File: src/rtl/dsv_pkg.sv
`timescale 1ns / 1ps
// ----------------------------------------------------------------------------
// dsv_pkg: shared types and constants of the delimited text field splitter
// Character codes, quote modes, result kinds and the result and decode types.
// ----------------------------------------------------------------------------
package dsv_pkg;

   // character codes
   localparam logic [7:0] QUOTE_CHR   = 8'd34;
   localparam logic [7:0] COMMA_CHR   = 8'd44;
   localparam logic [7:0] NEWLINE_CHR = 8'd10;

   // quote modes
   localparam logic [1:0] MODE_OUTSIDE = 2'd0;
   localparam logic [1:0] MODE_QUOTED  = 2'd1;
   localparam logic [1:0] MODE_PENDING = 2'd2;

   // result kinds
   localparam logic [1:0] KIND_DATA      = 2'd0;
   localparam logic [1:0] KIND_FIELD_END = 2'd1;
   localparam logic [1:0] KIND_ROW_END   = 2'd2;

   // reset value of the delimiter register
   localparam logic [7:0] DELIMITER_RESET = COMMA_CHR;

   // one result word
   typedef struct packed {
      logic [1:0] kind;
      logic [7:0] data;
      logic       last;
   } result_type;

   // everything one input byte produces
   typedef struct packed {
      logic [1:0] count;
      result_type first;
      result_type second;
      logic [1:0] next_mode;
   } decode_type;

endpackage

File: src/rtl/dsv_field_splitter.sv
`timescale 1ns / 1ps
// ----------------------------------------------------------------------------
// dsv_field_splitter: splits delimited text into fields and rows
// A byte's first result word goes through the input register and then the
// result register; a result port stall can hold the byte in the input register.
// Throughput: one byte per cycle while bytes give at most one word and the result
// port is free; a two-word byte holds the input until its second word moves up.
// Reset (synchronous, active high): quote mode outside, delimiter comma,
// all word registers empty.
// ----------------------------------------------------------------------------
module dsv_field_splitter
   import dsv_pkg::*;
(
   input  logic       clock,
   input  logic       reset,
   input  logic       csr_write_enable,
   input  logic [7:0] csr_write_data,
   input  logic       req_valid,
   output logic       req_stall,
   input  logic [7:0] req_in_byte,
   input  logic       req_end_of_source,
   output logic       rsp_valid,
   input  logic       rsp_stall,
   output logic [1:0] rsp_kind,
   output logic [7:0] rsp_out_byte,
   output logic       rsp_last_of_run
);

   logic [7:0] delimiter_ff;
   logic [1:0] quote_mode_ff;
   logic       in_valid_ff, in_valid_in;
   logic [7:0] in_byte_ff;
   logic       in_eos_ff;
   logic       in_take;
   logic       req_take;
   decode_type decode;
   result_type rsp_word;

   // input register accepts a word whenever it is empty or retiring
   assign req_stall = in_valid_ff && !in_take;
   assign req_take  = req_valid && !req_stall;

   always_comb begin
      in_valid_in = in_valid_ff;
      if (in_take) begin
         in_valid_in = 1'b0;
      end
      if (req_take) begin
         in_valid_in = 1'b1;
      end
   end

   // control registers
   always_ff @(posedge clock) begin
      if (reset) begin
         in_valid_ff   <= 1'b0;
         quote_mode_ff <= MODE_OUTSIDE;
         delimiter_ff  <= DELIMITER_RESET;
      end else begin
         in_valid_ff <= in_valid_in;
         if (in_take) begin
            quote_mode_ff <= decode.next_mode;
         end
         if (csr_write_enable) begin
            delimiter_ff <= csr_write_data;
         end
      end
   end

   // input payload
   always_ff @(posedge clock) begin
      if (req_take) begin
         in_byte_ff <= req_in_byte;
         in_eos_ff  <= req_end_of_source;
      end
   end

   // byte decision
   dsv_decode u_decode (
      .in_byte       (in_byte_ff),
      .end_of_source (in_eos_ff),
      .quote_mode    (quote_mode_ff),
      .delimiter     (delimiter_ff),
      .decode        (decode)
   );

   // result words
   dsv_out_queue u_out_queue (
      .clock     (clock),
      .reset     (reset),
      .in_valid  (in_valid_ff),
      .decode    (decode),
      .in_take   (in_take),
      .rsp_valid (rsp_valid),
      .rsp_stall (rsp_stall),
      .rsp_word  (rsp_word)
   );

   assign rsp_kind        = rsp_word.kind;
   assign rsp_out_byte    = rsp_word.data;
   assign rsp_last_of_run = rsp_word.last;

endmodule

File: src/rtl/dsv_decode.sv
`timescale 1ns / 1ps
// ----------------------------------------------------------------------------
// dsv_decode: per-byte field and row decision
// Maps one byte, its end flag, the quote mode and the delimiter to up to two
// result words and the next quote mode.
// ----------------------------------------------------------------------------
module dsv_decode
   import dsv_pkg::*;
(
   input  logic [7:0] in_byte,
   input  logic       end_of_source,
   input  logic [1:0] quote_mode,
   input  logic [7:0] delimiter,
   output decode_type decode
);

   logic [7:0] delim;
   logic [1:0] mode;
   logic       main_emit;
   logic [1:0] main_kind;
   logic [7:0] main_data;
   logic       row_closed;
   logic       eos_emit;
   result_type main_res;
   result_type eos_res;

   // quote as delimiter acts as a comma, unused mode acts as outside
   assign delim = (delimiter == QUOTE_CHR) ? COMMA_CHR : delimiter;

   // main byte handling
   always_comb begin
      mode       = (quote_mode == MODE_PENDING || quote_mode == MODE_QUOTED) ?
                   quote_mode : MODE_OUTSIDE;
      main_emit  = 1'b0;
      main_kind  = KIND_DATA;
      main_data  = 8'd0;
      row_closed = 1'b0;
      if (mode == MODE_PENDING && in_byte == QUOTE_CHR) begin
         // doubled quote gives one literal quote
         main_emit = 1'b1;
         main_data = QUOTE_CHR;
         mode      = MODE_QUOTED;
      end else begin
         if (mode == MODE_PENDING) begin
            mode = MODE_OUTSIDE;
         end
         if (mode == MODE_QUOTED) begin
            if (in_byte == QUOTE_CHR) begin
               mode = end_of_source ? MODE_OUTSIDE : MODE_PENDING;
            end else begin
               main_emit = 1'b1;
               main_data = in_byte;
            end
         end else begin
            priority if (in_byte == QUOTE_CHR) begin
               mode = MODE_QUOTED;
            end else if (in_byte == NEWLINE_CHR) begin
               main_emit  = 1'b1;
               main_kind  = KIND_ROW_END;
               row_closed = 1'b1;
            end else if (in_byte == delim) begin
               main_emit = 1'b1;
               main_kind = KIND_FIELD_END;
            end else begin
               main_emit = 1'b1;
               main_data = in_byte;
            end
         end
      end
      if (end_of_source) begin
         mode = MODE_OUTSIDE;
      end
   end

   // closing row at end of source
   assign eos_emit = end_of_source && !row_closed;

   assign main_res = '{kind: main_kind, data: main_data, last: !eos_emit};
   assign eos_res  = '{kind: KIND_ROW_END, data: 8'd0, last: 1'b1};

   // pack results in order
   always_comb begin
      decode.count     = {1'b0, main_emit} + {1'b0, eos_emit};
      decode.first     = main_emit ? main_res : eos_res;
      decode.second    = eos_res;
      decode.next_mode = mode;
   end

endmodule

File: src/rtl/dsv_out_queue.sv
`timescale 1ns / 1ps
// ----------------------------------------------------------------------------
// dsv_out_queue: result register with one overflow slot
// Holds the word on the result port and the second word of a byte that
// produced two; tells the input stage when a decoded byte may be retired.
// ----------------------------------------------------------------------------
module dsv_out_queue
   import dsv_pkg::*;
(
   input  logic       clock,
   input  logic       reset,
   input  logic       in_valid,
   input  decode_type decode,
   output logic       in_take,
   output logic       rsp_valid,
   input  logic       rsp_stall,
   output result_type rsp_word
);

   logic       out_valid_ff, out_valid_in;
   result_type out_word_ff, out_word_in;
   logic       pend_valid_ff, pend_valid_in;
   result_type pend_word_ff, pend_word_in;
   logic       out_taken;
   logic       out_free;

   assign out_taken = out_valid_ff && !rsp_stall;
   assign out_free  = !out_valid_ff || out_taken;

   // retire a byte when its words fit
   assign in_take = in_valid && !pend_valid_ff && (out_free || decode.count == 2'd0);

   // next state of the two slots
   always_comb begin
      out_valid_in  = out_valid_ff;
      out_word_in   = out_word_ff;
      pend_valid_in = pend_valid_ff;
      pend_word_in  = pend_word_ff;
      if (out_taken) begin
         out_valid_in = 1'b0;
      end
      if (pend_valid_ff) begin
         if (out_taken) begin
            out_valid_in  = 1'b1;
            out_word_in   = pend_word_ff;
            pend_valid_in = 1'b0;
         end
      end else if (in_take && decode.count != 2'd0) begin
         out_valid_in = 1'b1;
         out_word_in  = decode.first;
         if (decode.count == 2'd2) begin
            pend_valid_in = 1'b1;
            pend_word_in  = decode.second;
         end
      end
   end

   // control registers
   always_ff @(posedge clock) begin
      if (reset) begin
         out_valid_ff  <= 1'b0;
         pend_valid_ff <= 1'b0;
      end else begin
         out_valid_ff  <= out_valid_in;
         pend_valid_ff <= pend_valid_in;
      end
   end

   // payload registers
   always_ff @(posedge clock) begin
      out_word_ff  <= out_word_in;
      pend_word_ff <= pend_word_in;
   end

   assign rsp_valid = out_valid_ff;
   assign rsp_word  = out_word_ff;

endmodule

File: config.mk
export PLATFORM = sky130hd
export DESIGN_NAME = dsv_field_splitter
export DESIGN_NICKNAME = d
export VERILOG_FILES = /design/src/rtl/dsv_pkg.sv /design/src/rtl/dsv_field_splitter.sv /design/src/rtl/dsv_decode.sv /design/src/rtl/dsv_out_queue.sv
export SDC_FILE = /design/constraint.sdc
export NUM_CORES = 1
export LEC_CHECK = 0
export BUFFER_PORTS_ARGS = -buffer_cell sky130_fd_sc_hd__buf_4
export CORE_MARGIN = 2
export CORE_UTILIZATION = 45
export CTS_BUF_LIST = sky130_fd_sc_hd__clkbuf_8
export CTS_CLUSTER_DIAMETER = 80
export DETAILED_ROUTE_END_ITERATION = 10
export GPL_TIMING_DRIVEN = 0
export PLACE_DENSITY = 0.65
export SLEW_MARGIN = 15
export SYNTH_ARGS = -nofsm -noshare
export SYNTH_HDL_FRONTEND = slang
export SYNTH_SLANG_ARGS = --single-unit
File: constraint.sdc
create_clock -name clock -period 2.3 [get_ports clock]
set_input_delay 0.115 -clock clock [delete_from_list [all_inputs] [get_ports clock]]
set_output_delay 0.115 -clock clock [all_outputs]
set_load 0.05 [all_outputs]
---- Yosys cells after proc, flatten, opt, wreduce, memory -nomap -nowiden ----
Cells that the tools add are included.
word-level totals
  register bits after elaboration ......... 33
  bits of input ports ..................... 22
  output and inout bits ................... 13
  logic and storage cells ................. 84
cells by class
  add/sub/neg operators ................... 1
  equal/unequal tests ..................... 10
  muxes and demuxes ....................... 40
  reductions and logical operators ........ 23
operator list
  kind                  count
  $mux W8               7
  $mux W11              4
  $mux W2               12
  $mux W1               17
  $eq A8 B6 Y1 const B  2
  $eq A8 B4 Y1 const B  1
  $eq A8 B8 Y1          1
  $logic_and A1 B1 Y1   8
  $logic_not A1 Y1      7
  $eq A2 B2 Y1 const B  3
  $reduce_bool A2 Y1    3
  $eq A2 B1 Y1 const B  2
  $logic_or A1 B1 Y1    3
  $add A1 B1 Y2         1
  $logic_not A2 Y1      1
  $ne A2 B2 Y1 const B  1
  $reduce_and A2 Y1     1

---- Depth between registers and ports, before layout ----
  word-level depth ........................ 20
  mapped depth ............................ 6
  depth with buffers taken out ............ 5

---- Hierarchy ----
A second synthesis with hierarchy kept.
unflattened totals
  cell total of the unflattened synthesis .. 167
  area total of the unflattened synthesis .. 2140.8 um^2
modules (own cells, without submodules)
  module              times used  cells each  area each (um^2)  sequential area each (um^2)
  dsv_out_queue       1           52          965.9             700.7
  dsv_field_splitter  1           45          676.9             490.5
  dsv_decode          1           70          498.0             0.0

---- Least setup slack after synthesis ----
No wires, ideal clock.
  path type ............................... register to register
  start point ............................. register in_byte_ff[4]
  end point ............................... register in_byte_ff[0], enable pin
  library setup time ...................... 337 ps
  arrival time ............................ 1681 ps
  data required time ...................... 1963 ps
  path slack .............................. 282 ps
  cell stages (with the launch flop) ...... 6
  buffers on the path ..................... 0
  clock period less this slack ............ 2018 ps
  path through ............................ edfxtp_1 -> nor4_4 -> nor4b_4 -> a21boi_2 -> o21ai_0 -> and2_1
between the ends
  word-level cells in the longest chain between the ends .. 15
  elaborated cells between the ends (all ways) .. 19
  classes of those cells .................. add/sub (1); eq/ne (2); mux (6); reduce/logical (10)
ends and longest elaborated chain
  element                 line                      text
  from (decl)             dsv_field_splitter.sv:32  logic [7:0] in_byte_ff;
  from (signal assigned)  dsv_field_splitter.sv:73  in_byte_ff <= req_in_byte;
  $eq A8 B4 Y1            dsv_decode.sv:57          end else if (in_byte == NEWLINE_CHR) begin
  $mux W1                 dsv_decode.sv:57
  $mux W1                 dsv_decode.sv:55          priority if (in_byte == QUOTE_CHR) begin
  $mux W1                 dsv_decode.sv:47          if (mode == MODE_QUOTED) begin
  $mux W1                 dsv_decode.sv:38          if (mode == MODE_PENDING && in_byte == QUOTE_CHR) begin
  $logic_not A1 Y1        dsv_decode.sv:76          assign eos_emit = end_of_source && !row_closed;
  $logic_and A1 B1 Y1     dsv_decode.sv:76
  $add A1 B1 Y2 *         dsv_decode.sv:83          decode.count = {1'b0, main_emit} + {1'b0, eos_emit};
  $logic_not A2 Y1 *      dsv_out_queue.sv:31       assign in_take = in_valid && !pend_valid_ff && (out_free || decode.count == 2'd0);
  $logic_or A1 B1 Y1 *    dsv_out_queue.sv:31
  $logic_and A1 B1 Y1 *   dsv_out_queue.sv:31
  $logic_not A1 Y1 *      dsv_field_splitter.sv:40  assign req_stall = in_valid_ff && !in_take;
  $logic_and A1 B1 Y1 *   dsv_field_splitter.sv:40
  $logic_not A1 Y1 *      dsv_field_splitter.sv:41  assign req_take = req_valid && !req_stall;
  $logic_and A1 B1 Y1 *   dsv_field_splitter.sv:41
Mark *: on every way between the ends. The rest lies on a longest branch, timed or not.
A chain may end at the register's enable or synchronous reset.

---- Worst setup path after layout ----
  start point ............................. register in_byte_ff[7]
  end point ............................... register u_out_queue.out_word_ff (netlist bit u_out_queue.rsp_word[4]), data pin
between the ends
  word-level cells in the longest chain between the ends .. 9
  elaborated cells between the ends (all ways) .. 15
  classes of those cells .................. eq/ne (3); mux (11); reduce/logical (1)
ends and longest elaborated chain
  element               line                 text
  $eq A8 B8 Y1          dsv_decode.sv:61     end else if (in_byte == delim) begin
  $mux W8               dsv_decode.sv:61
  $mux W8               dsv_decode.sv:57
  $mux W8               dsv_decode.sv:55
  $mux W8               dsv_decode.sv:47
  $mux W8               dsv_decode.sv:38
  $mux W11 *            dsv_decode.sv:84     decode.first = main_emit ? main_res : eos_res;
  $mux W11 *            dsv_out_queue.sv:48  end else if (in_take && decode.count != 2'd0) begin
  $mux W11 *            dsv_out_queue.sv:42  if (pend_valid_ff) begin
  to (signal assigned)  dsv_out_queue.sv:71  out_word_ff <= out_word_in;
  to (decl)             dsv_out_queue.sv:21  result_type out_word_ff, out_word_in;
Mark *: on every way between the ends. The rest lies on a longest branch, timed or not. The select of a mux whose other input is x is not followed.

==> results.yml <==
floorplanning:
  core_area_mm2: 0.003311
  initial_core_util_pct: 46.79
  die_w_um: 62.67
  die-area_mm2: 0.003928
  io_pins: 35
  fp-row-count: 21
  die-height_um: 62.67
timing:
  drv_slew: 0
  finalHoldViolations: 0
  fin_worst_skew_ns: 0.005325
  finalSetupViolations: 0
  max-slew-margin-rel_pct: 61.80
  setup_ws_ns: 0.1827
  tightest_slew_ns: 0.5730
  timing.fmax_ghz: 0.4723
  tns_ns: 0
  finalCritPeriodShare_pct: 92.06
  rsz0062_at_grt: "no"
  min_period_ns: 2.117
min_path:
  min_path_cells: 1
  hp-class: "in -> reg"
  hold_end: "in_byte_ff[5]"
  hp-start: "req_in_byte[5]"
synthesis:
  syn-num-nets: 155
  synthMuxAreaShare_pct: 3.877
  synth-main-ff-cell: "edfxtp_1"
  synth_fa_ha_area_share_pct: 0
  synth_area_leaders: "edfxtp_1 (39%), dfxtp_1 (17%), mux2i_1 (3.9%)"
  synth-seq-area-share_pct: 55.57
  synth_top_family_by_area: "simple AND/OR/NAND/NOR gates"
  syn_avg_cell_area_um2: 11.65
  postSynth.asyncResetShare_pct: 0
  yosysWarnings: 0
  synth-compound-area-share_pct: 13.25
  syn_inst: 133
  synth_edf_count: 20
  ys_seq_elements: 33
  synth_top_area_share_pct: 38.77
  synth_largest_area_cell: "edfxtp_1"
  syn_area_mm2: 0.001549
  ys_types: 41
  synth-xor-area-share_pct: 3.958
  yosys.area_share.simple_pct: 20.19
clock_network:
  clk_pin_slew_ns: 0.06
  cts_tree: "done"
  clock_latency_ns: 0.28
  cts_max_level: 2
  clockRootBuffer: "clkbuf_8"
  cts.path.max_buffers: 2
  cts_buffers: 5
  clock-sinks: 33
setup_path:
  crit_fanout: 9
  worstPathArrival_ns: 2.12
  start_kind: "flip-flop"
  timing.rr.start: "in_byte_ff[7]"
  cp_data_required_time_ns: 2.30
  ff2ff_path_depth: 5
  criticalPathCategory: "reg -> reg"
  r2r_slack_ns: 0.18
  end_kind: "flip-flop"
  r2r_end: "u_out_queue.rsp_word[4]"
global_route:
  grt-ovfl-total: 0
  grt_pass1_wl_mm: 5.402
  track_usage_pct: 17.65
  grt_max_degree: 12
  grt_pass1_vias: 1187
  antenna_found_initial: 0
layout:
  nets: 202
  multi_input_area_um2: 648.1
  diodes: 0
  drive_gt1_share_pct: 28.73
  seq_area_um2: 860.8
  fillers: 299
  area_growth_pct: 30.61
place:
  portBuffers: 33
  place.gp.congestion: 0.8854
  place_hpwl_mm: 2.278
  pre_cts_ws_ns: 0.003089
drt:
  via_per_inst: 5.181
  wl_per_cell_um: 13.30
  drc_errors: 0
  drt_first_iter_violations: 36
  num_vias: 1176
  first_pass_iters: 4
  wl_mm: 3.019
  ant_nets: 0
pwr:
  peakVddDrop_v: 0.0003367
  total_power_uw: 1334
  leakage_uw: 0.0008065
  pwr_density_cell_mw_per_mm2: 659.3
flow_run:
  max_cap_violations: 0
outcome:
  status: "completed"
-- through the flow --
stage               area (um^2)  util (%)  hold slack [ns]  instances
CTS                        1996     60.28        0.0004614        225
global route               2023     61.11         0.002219        227
floorplan                  1549         -           0.2139        133
finish                     2023     61.11          0.01227        227
detailed placement         1854     56.01           0.2945        212
global placement           1854     56.01           0.2929        212
-- synth_stat cells (2+ instances only) --
cell type and instances:
o21ai_0 5, o211ai_1 3, nand2_1 5, a2111oi_0 2, nor2_1 10, mux2i_1 6
nor3_1 2, clkbuf_1 4, edfxtp_1 20, nand3_1 2, and2_1 3, xor2_1 6
a21oi_1 8, nand2b_1 5, inv_1 7, nor3b_1 6, nor2b_1 3, dfxtp_1 13
-- cell type report --
class	instances	share of cell area, %
Sequential cell	33	42.55
Clock buffer	6	4.082
Buffer	5	1.113
Multi-Input combinational cell	88	32.03
Clock inverter	2	0.3711
Timing Repair Buffer	40	15.71
Tap cell	46	2.845
Inverter	7	1.299
-- per-layer routing --
layer | vias to the layer above | global-route usage, % | wire length, um | part of all wire (%)
li1 | 583 | - | - | -
met1 | 551 | 21.95 | 1328 | 44
met2 | 35 | 28.09 | 1486 | 49
met3 | 7 | 4.865 | 143 | 4.7
met4 | 0 | 9.167 | 61 | 2.0
met5 | - | 0 | 0 | 0
-- how the worst max path moves through the flow --
| stage | from | cells after the start | end | slack, ns |
|---|---|---|---|---|
| floorplan | in_byte_ff[4] | 5 | in_byte_ff[0] | 0.28 |
| global placement | in_byte_ff[4] | 5 | in_byte_ff[4] | 0.02 |
| detailed placement | in_byte_ff[4] | 5 | in_byte_ff[4] | 0.003 |
| CTS | in_byte_ff[4] | 6 | req_stall | 0.06 |
| global route | in_byte_ff[7] | 5 | u_out_queue.rsp_word[4] | 0.02 |
| finish | in_byte_ff[7] | 5 | u_out_queue.rsp_word[4] | 0.18 |
-- sequential cells by signal (all words and copies together), names as in the netlist --
register / count
in_byte_ff: 8
in_eos_ff: 1
quote_mode_ff: 2
u_out_queue.rsp_valid: 1
u_out_queue.rsp_word: 11
u_out_queue.pend_valid_ff: 1
in_valid_ff: 1
delimiter_ff: 8
-- placed cells by master (no fill, tap or decap), types with 2 or more instances in the layout --
cell type and n:
a2111oi_0 2, a21oi_1 7, and2_1 2, buf_4 34, clkbuf_1 4, clkbuf_8 6, dfxtp_1 13, dlygate4sd3_1 7
edfxtp_1 20, inv_1 9, mux2i_1 6, nand2_1 5, nand2b_1 5, nand3_1 2, nor2_1 10, nor2b_1 3
nor3_1 2, nor3b_1 6, o211ai_1 3, o21ai_0 4, xor2_1 6
-- repair_timing --
action / CTS / global route
gates resized for setup: 1 / 3
endpoints found under the setup margin: 9 / 21
hold buffers: 5 / 2
buffers inserted: 0 / 0
hold endpoints to repair: 5 / 2
-- power by group --
group / internal (uW) / leakage (uW) / total [uW] / switching [uW]
registers: 670 / 0.000299 / 700 / 30.0
logic: 88.9 / 0.000454 / 213 / 124
clock network: 234 / 0.0000538 / 421 / 187
total: 993 / 0.000806 / 1330 / 341
-- worst max-delay path: stages (launching register included) --
cell	delay [ns]
edfxtp_1	0.47
xor2_1	0.18
nor4_1	0.30
nand3_1	0.17
a2111oi_4	0.56
a2111oi_0	0.16
-- cell families (layout without fill, tap and decap cells) --
family / after synthesis / count (layout)
multiplexers: 6 / 6
buffers and inverters: 12 / 60
XOR/XNOR: 7 / 7
flip-flops: 33 / 33
AO/OA/AOI/OAI: 28 / 28
AND/OR/NAND/NOR: 47 / 47
(Power assumes the default switching activity.)
